**src/hdl/cpf_lane.sv**
```systemverilog
// Lane: squared difference of one coordinate, registered.
module cpf_lane #(
  parameter int COORD_BITS = 16
) (
  input  logic                    clk,
  input  logic                    en,
  input  logic [COORD_BITS-1:0]   a,
  input  logic [COORD_BITS-1:0]   b,
  output logic [2*COORD_BITS:0]   sq
);

  logic signed [COORD_BITS:0]     diff;
  logic signed [2*COORD_BITS+1:0] prod;

  always_comb begin
    diff = $signed({a[COORD_BITS-1], a}) - $signed({b[COORD_BITS-1], b});
    prod = diff * diff;
  end

  always_ff @(posedge clk) begin
    if (en) begin
      sq <= prod[2*COORD_BITS:0];   // square is never negative
    end
  end

endmodule

```
**config.mk**
```make
export PLATFORM = sky130hd
export DESIGN_NAME = cpf_lane
export DESIGN_NICKNAME = d
export VERILOG_FILES = /design/src/hdl/cpf_lane.sv
export SDC_FILE = /design/constraint.sdc
export NUM_CORES = 1
export LEC_CHECK = 0
export BUFFER_PORTS_ARGS = -buffer_cell sky130_fd_sc_hd__buf_2
export CELL_PAD_IN_SITES_DETAIL_PLACEMENT = 0
export CELL_PAD_IN_SITES_GLOBAL_PLACEMENT = 1
export CORE_MARGIN = 5
export CORE_UTILIZATION = 50
export CTS_CLUSTER_SIZE = 40
export DETAILED_ROUTE_END_ITERATION = 8
export GPL_ROUTABILITY_DRIVEN = 0
export GPL_TIMING_DRIVEN = 0
export PLACE_DENSITY_LB_ADDON = 0.05
export SYNTH_ARGS = -nofsm -noshare
export SYNTH_HDL_FRONTEND = slang
export SYNTH_SLANG_ARGS = --single-unit
```
**constraint.sdc**
```tcl
create_clock -name clk -period 10.3 [get_ports clk]
set_clock_uncertainty 0.05 [all_clocks]
set_input_delay 0.515 -clock clk [delete_from_list [all_inputs] [get_ports clk]]
set_output_delay 0.515 -clock clk [all_outputs]
set_load 0.005 [all_outputs]
```
==> impl_metrics.yaml <==
status:
  status: "complete, no violations"
route:
  dr.pass1.iters: 5
  drc: 0
  drt_wl_total_um: 27400
  wl_per_cell_um: 17.4
  vias: 8059
  ant_nets: 0
  avgViaCountPerCell: 5.12
  drtIter0Drc: 332
synth:
  netlist_top_cells_area: "fa_1, inv_1, ha_1"
  synth_top_family_by_area: "adder cells"
  yosys_warnings: 0
  synth_fa_ha_area_frac: 0.568
  synth_compound_area_frac: 0.0702
  seq_area_frac_synth: 0.0841
  yosysTopAreaCellShare: 0.464
  yosysTopAreaCell: "fa_1"
  syn-cell-area_um2: 11400
  synthArstFlopShare: 0
  syn_inst: 1215
  ys_ff_latch: 32
  synth_edf_count: 32
  synth_xor_area_frac: 0.0429
  synthMuxAreaShare: 0.00274
  avgSynthCellArea_um2: 9.41
  yosysMostFrequentCell: "inv_1"
  synth.distinct_cells: 62
  synth-simple-area-share: 0.103
  synthesis.nets: 1609
  synth_common_cells: "inv_1, fa_1, nand2_1"
  synthFlopType: "edfxtp_1"
clock_network:
  clockBufferDepth: 2
  cts_resized: 0
  cts_tree: "built"
  cts_root_buf: "clkbuf_16"
  cts_hold_buf: 0
  htreeDepth: 2
  cts_num_sinks: 32
  postCtsSetupBuffers: 0
  cts.clk_slew.worst_paths_ps: 50
  cts_buffers: 5
timing:
  timing.hold.ws_ps: 794
  fin_crit_sh: 0.881
  setup_tns_ps: 0
  setup_viol: 0
  setup_ws_ps: 1220
  worst_slew_pin_slew_ps: 1240
  max_freq_mhz: 110
  rsz0062_at_grt: "false"
  finalCriticalPeriod_ps: 9080
  relSlewSlack: 0.173
  hold_violations: 0
  slew_viol_final: 0
grt:
  grtUsageMet3: 0.0227
  grt_pass1_wl_um: 46100
  grt_overflow: 0
  top_usage_layer: "met2"
  grt_max_degree: 33
  globalRouteMet2Util: 0.420
  antenna_found_initial: 0
  grt_use_total: 0.228
  grtUsageMet1: 0.282
  first_global_vias: 8992
floorplanning:
  die_h_um: 161
  top_level_ports: 67
  start_util: 0.506
  row_count: 55
  fp.dieArea_um2: 26000
  fp.coreArea_um2: 22600
  die_w_um: 161
finish:
  largest_registers: "sq (32)"
  regMostFlops: "sq"
  fin_nets: 1681
  stdcell_area_um2: 12300
  syn2layout_area_growth_pct: 7.39
  largest_register_ffs: 32
  multi_input_area_um2: 9000
  fillers: 2206
  ff_latch_area_um2: 961
  antenna_cells: 0
  drive_above_1_share: 0.0807
place:
  dp_slack_ps: 1120
  numPortBuffers: 65
  hpwl_um: 23500
  dpl_cell_area_um2: 12100
setup_path:
  cp.arrival_ps: 9040
  worstPathBufferInverterCount: 8
  critPathLaunchType: "input port"
  crit_path_top_delay_cell: "a211oi_1"
  cp_max_fo: 10
  max_stage_delay_ps: 680
  critPathCaptureType: "flop"
  cp_top_family: "adder cells"
  worst_ep_required_time_ps: 10260
  startpoint: "b[1]"
  crit_type: "in -> reg"
hold_path:
  hold_start: "en"
  min_path_type: "in -> reg"
job:
  maxCapViolCount: 0
-- kinds of logic (layout without fill, tap and decap cells) --
kind of cell / after synthesis / after routing
compound gates: 119 / 119
flops: 32 / 32
fa+ha+maj: 360 / 360
other cells: 1 / 1
buf+inv: 383 / 456
simple gates: 264 / 264
xor+xnor: 53 / 53
mux: 3 / 3
-- per-stage QoR --
stage | util | cells
floorplan | - | 1215
global placement | 0.536 | 1565
detailed placement | 0.536 | 1565
CTS | 0.544 | 1573
global route | 0.544 | 1573
finish | 0.544 | 1573
-- worst paths after layout --
kind	to	depth (start not counted)	slack (ps)
min	sq[12]	1	790
max	sq[28]	30	1220
-- cell usage in the layout, fill, tap and decap left out, types with 2 or more instances in the layout --
cell,synthesis,routed
buf_4,2,2
nor2_1,93,93
a21oi_1,43,43
nand4_1,6,6
nor3_1,7,7
o21ai_1,2,2
clkbuf_16,0,5
xnor2_1,33,33
inv_1,338,338
nand2b_1,6,6
nand2_4,3,3
o21a_1,5,5
o2111ai_1,2,2
edfxtp_1,32,32
a21o_1,23,23
clkinv_1,1,3
or3_1,2,2
buf_6,2,2
o21ai_0,12,12
o21bai_1,3,3
inv_2,8,8
nand2_1,103,103
nor2b_1,4,4
a221oi_1,2,2
fa_1,265,265
and2_1,19,19
xor2_1,18,18
o221ai_1,2,2
o31ai_1,3,3
a31oi_1,5,5
and3_1,7,7
nand3_1,4,4
mux2i_1,2,2
buf_2,4,69
clkbuf_1,26,26
o211ai_1,4,4
ha_1,95,95
and4_1,4,4
-- layer usage --
metal | up-vias | routed length (um)
li1 | 3759 | -
met1 | 4071 | 10900
met2 | 175 | 14500
met3 | 54 | 894
met4 | 0 | 1060
met5 | - | 0
-- area by class of cell --
type,instances,area share
plain buffers,36,0.0134
well taps,285,0.0291
flip-flops and latches,32,0.0783
multi-input cells,800,0.733
clock buffers,5,0.0102
repair buffers,65,0.0265
clock inverters,3,0.00306
inverters,347,0.106
Power is left out: the tool's default activity adds up to more than one toggle a clock period on the data nets, which glitch-free logic cannot reach.
