## src/hdl/cpf_merge.sv

```systemverilog
// Merge: adds the lane squares and compares with the squared threshold, registered.
module cpf_merge #(
  parameter int DIMS  = 4,
  parameter int SQ_W  = 33,
  parameter int THR_W = 32
) (
  input  logic             clk,
  input  logic             en,
  input  logic [SQ_W-1:0]  sq [DIMS],
  input  logic [THR_W-1:0] thr,
  output logic             hit
);

  localparam int SUM_W = SQ_W + $clog2(DIMS) + 1;
  localparam int CMP_W = (SUM_W > THR_W) ? SUM_W : THR_W;

  logic [SUM_W-1:0] sum;

  always_comb begin
    sum = '0;
    for (int d = 0; d < DIMS; d++) begin
      sum = sum + SUM_W'(sq[d]);
    end
  end

  always_ff @(posedge clk) begin
    if (en) begin
      hit <= (CMP_W'(sum) < CMP_W'(thr));
    end
  end

endmodule

```

## config.mk

```make
export PLATFORM = sky130hd
export DESIGN_NAME = cpf_merge
export DESIGN_NICKNAME = d
export VERILOG_FILES = /design/src/hdl/cpf_merge.sv
export SDC_FILE = /design/constraint.sdc
export NUM_CORES = 1
export LEC_CHECK = 0
export BUFFER_PORTS_ARGS = -buffer_cell sky130_fd_sc_hd__buf_2
export CORE_MARGIN = 3
export CORE_UTILIZATION = 50
export DETAILED_ROUTE_END_ITERATION = 10
export PLACE_DENSITY = 0.81
export SLEW_MARGIN = 20
export SYNTH_ARGS = -nofsm -noshare
export SYNTH_HDL_FRONTEND = slang
export SYNTH_SLANG_ARGS = --single-unit
```

## constraint.sdc

```tcl
create_clock -name clk -period 9.93 [get_ports clk]
set_input_delay 1.4895 -clock clk [delete_from_list [all_inputs] [get_ports clk]]
set_output_delay 1.4895 -clock clk [all_outputs]
set_load 0.01 [all_outputs]
```

==> results <==
- STA classifies the critical path endpoint as a flip-flop.
- Input and output buffers added on the ports amount to 166.
- The final weighted congestion in routability-driven placement is 0.832.
- The type of origin of the critical path is an input port.
- Clock-pin slew was measured on the worst setup and hold paths at 0 ns.
- After synthesis, flip-flops and latches occupy less than 1% of the total area.
- The max-capacitance violation count is 0.
- At the worst endpoint, the arrival time is 7.00 ns.
- The number of antenna-violating nets in the routed design is 0.
- The distinct cell type count of the synthesized netlist is 49.
- The clock power share is 0%.
- After floorplanning, the core was divided into 33 placement rows.
- The number of enable-type register cells in the synthesized netlist is 1.
- The analysis attributes to net switching a power of 0.479 mW.
- The first global-routing pass estimated about 18000 um of wire.
- The post-synthesis instance area is 4420 um^2.
- The combined area of the multi-input logic cells is 3660 um^2.
- The wire-length estimate of the detail-placed layout is 9840 um.
- The last element of the critical path is hit.
- For the finished layout, the period the worst path requires is 7.18 ns.
- The leading cell type in the layout, fill and taps excluded is sky130_fd_sc_hd__inv_1.
- The initial antenna violation count is 0.
- After routing the design area is 5350 um^2.
- The internal power of the cells totals 0.388 mW.
- During I/O placement, the number of pins put on the boundary was 167.
- For this design the static power due to leakage is 3.26 nW.
- The number of standard cells in the layout, taps in and fillers out is 835.
- For this design, the CTS-stage hold fixing added 0 buffers.
- Setup repair after global routing left no endpoint under its margin.
- The total routing resource utilization after global routing is 21.1%.
- The worst pin sits at a relative slew slack of 69.3%.
- The final-layout fill cell count is 731.
- The first detailed-routing pass ran for 5 iterations.
- The remaining global-route overflow is 0.
- In the final layout, the registers with the most flip-flops are hit x1.
- The cell count after synthesis is around 570.
- The highest net fanout along the worst path is 5.
- The mean instance size in the synthesized netlist is between 7 and 8 um^2.
- The final count of hold timing violations is 0.
- The initial cell density of the core is 52.8%.
- The switching share of total power is 55.2%.
- Entering global routing, the biggest net connects 10 pins.
- The worst hold-check path type is input port to flip-flop.
- The area of all sequential standard cells is between 30 and 40 um^2.
- The net total in the final layout is about 1.0k.
- The register containing the most flip-flops in the final layout is hit.
- The via count of the first global-routing pass is 4314.
- The number of buffers inserted to repair setup after CTS is 0.
- The number of remaining DRC errors is 0.
- The flip-flop count of the largest register after layout is 1.
- Synthesis produced a netlist with a net count of 869.
- The final layout contains routed wiring with a total length of 10700 um.
- The cell area after placement is 5350 um^2.
- The overall die height is 100 um.
- Relative to the synthesized area, the layout overhead comes to 21.1%.
- The number of synthesized register bits is 1.
- In this run the worst setup path begins at sq[1].
- The core footprint is 8380 um^2.
- Yosys printed 0 warnings.
- The number of placed cells counting well taps is roughly 840.
- In the routed layout, each cell is associated on average with a via count of between 5 and 6.
- The die extent in x is ~100 um.
- The power density over the cells is 162 nW/um^2.
- The number of setup violations in the final report is 0.
- The final critical path takes up 72.3% of the cycle.
- Timing would allow up to 139 MHz.
- The design draws 0.867 mW.
- The portion of total power attributed to combinational logic is slightly below 100%.
- The worst-case setup slack after placement is 2.82 ns.
- The required time at the endpoint of the critical path is 9.75 ns.
- In the post-route analysis, the smallest setup slack over all paths is 2.75 ns.
- The actual transition at the worst max-transition pin is between 0.4 and 0.5 ns.
- The async set-or-reset flop fraction in the synthesized netlist is 0%.
- The die covers 10000 um^2.
- In the final timing run, aggregate negative setup slack is 0 ns.
- The per-cell routed wire length is 12.8 um.
- The run finished with clean final reports.
- The library cells used most frequently in the layout, excluding fill and tap cells, are sky130_fd_sc_hd__inv_1, sky130_fd_sc_hd__buf_2, sky130_fd_sc_hd__fa_1.
- The count of final max-slew check failures is 0.
- The repair_antennas step left the layout with diodes totalling 0.
- The total vias in the final route is about 4.2k.
- Among all flip-flop cells after synthesis, the most frequent one is sky130_fd_sc_hd__edfxtp_1.
- The post-route netlist has around a quarter of its cells at a drive strength greater than 1.
- Sequential cells account for 0.8% of the total power.
- The detailed router finished its first iteration with 114 violations.
- The number of gates resized after CTS was 0.
- The maximum ir drop on the vdd rail is between 0.08 and 0.09 mV.
- The start-to-end type of the worst setup path is input port to flip-flop.
==> worst max-delay path, cell delays in order <==
cell                        delay (ns)
sky130_fd_sc_hd__buf_2            0.07
sky130_fd_sc_hd__inv_1            0.05
sky130_fd_sc_hd__fa_1             0.51
sky130_fd_sc_hd__fa_1             0.52
sky130_fd_sc_hd__inv_1            0.04
sky130_fd_sc_hd__ha_1             0.23
sky130_fd_sc_hd__fa_1             0.41
sky130_fd_sc_hd__a21o_1           0.19
sky130_fd_sc_hd__and4_4           0.20
sky130_fd_sc_hd__o211ai_4         0.18
sky130_fd_sc_hd__a21oi_2          0.11
sky130_fd_sc_hd__a311o_2          0.42
sky130_fd_sc_hd__a21oi_4          0.23
sky130_fd_sc_hd__o21ai_0          0.16
sky130_fd_sc_hd__a21boi_1         0.19
sky130_fd_sc_hd__xnor2_1          0.15
sky130_fd_sc_hd__ha_1             0.27
sky130_fd_sc_hd__a21oi_1          0.13
sky130_fd_sc_hd__nor2b_1          0.06
sky130_fd_sc_hd__o21ai_0          0.15
sky130_fd_sc_hd__nand2_1          0.06
sky130_fd_sc_hd__a2111oi_0        0.45
sky130_fd_sc_hd__o2111ai_1        0.22
sky130_fd_sc_hd__a31oi_1          0.17
sky130_fd_sc_hd__o21ai_0          0.11
sky130_fd_sc_hd__nor4_2           0.22
==> final cells by class <==
| type | instances | area share [%] |
|---|---|---|
| multi-input combinational | 376 | 68.4 |
| timing repair buffer | 166 | 15.5 |
| sequential | 1 | 0.561 |
| inverter | 187 | 13.1 |
| tap | 105 | 2.45 |
==> per-stage QoR <==
step           hold slack [ns]  utilization, %
4_1_cts                   1.69            63.9
2_1_floorplan             1.60               -
3_5_place_dp              1.69            63.9
6_report                  1.69            63.9
5_1_grt                   1.70            63.9
3_3_place_gp              1.69            63.9
==> layer usage <==
layer / wire length, um / GRT usage, % / vias to the layer above
met3: 616 / 1.25 / 14
met2: 5360 / 39.1 / 133
met4: 122 / 2.38 / 0
li1: - / - / 2121
met1: 4550 / 28.1 / 1917
met5: 0 / 0 / -
==> power groups by stage <==
stage          registers (mW)  logic [mW]  clock network, mW
3_5_place_dp          0.00706       0.849                  0
2_1_floorplan         0.00784       0.652                  0
6_report              0.00703       0.860                  0
3_3_place_gp          0.00702       0.828                  0
4_1_cts               0.00708       0.857                  0
5_1_grt               0.00715       0.979                  0
==> cells in the mapped netlist, types with 5 or more instances <==
library cell               instances  share of area [%]
sky130_fd_sc_hd__inv_1           187                 16
sky130_fd_sc_hd__fa_1             66                 30
sky130_fd_sc_hd__ha_1             65                 18
sky130_fd_sc_hd__a21oi_1          39                4.4
sky130_fd_sc_hd__nand2_1          27                2.3
sky130_fd_sc_hd__o21ai_0          21                2.4
sky130_fd_sc_hd__a21o_1           20                3.4
sky130_fd_sc_hd__nor2_1           18                1.5
sky130_fd_sc_hd__xnor2_1          16                3.2
sky130_fd_sc_hd__nand4_1          11                1.6
sky130_fd_sc_hd__xor2_1           10                2.0
sky130_fd_sc_hd__nor3_1            8               0.91
sky130_fd_sc_hd__o21bai_1          8                1.4
sky130_fd_sc_hd__clkbuf_1          7               0.59
sky130_fd_sc_hd__nand3_1           7               0.79
sky130_fd_sc_hd__nor2b_1           6               0.85
sky130_fd_sc_hd__a211oi_1          5               0.85
sky130_fd_sc_hd__a31oi_1           5               0.71
==> worst min-delay path by stage <==
stage,from,endpoint,slack (ns),cells past startpoint
5_1_grt,en,hit,1.70,1
4_1_cts,en,hit,1.69,1
3_5_place_dp,en,hit,1.69,1
2_1_floorplan,en,hit,1.60,0
3_3_place_gp,en,hit,1.69,1
6_report,en,hit,1.69,1
==> cells by family (layout without fill, tap and decap cells) <==
| logic type | after synthesis | count (layout) | share of synthesized area (%) |
|---|---|---|---|
| compound gates | 121 | 121 | 17.9 |
| xor+xnor | 26 | 26 | 5.15 |
| fa+ha+maj | 131 | 131 | 48.3 |
| buf+inv | 195 | 353 | 16.6 |
| flops | 1 | 1 | 0.679 |
| mux | 1 | 1 | 0.226 |
| simple gates | 97 | 97 | 11.2 |
No activity file was read; power rests on OpenSTA's default activity.
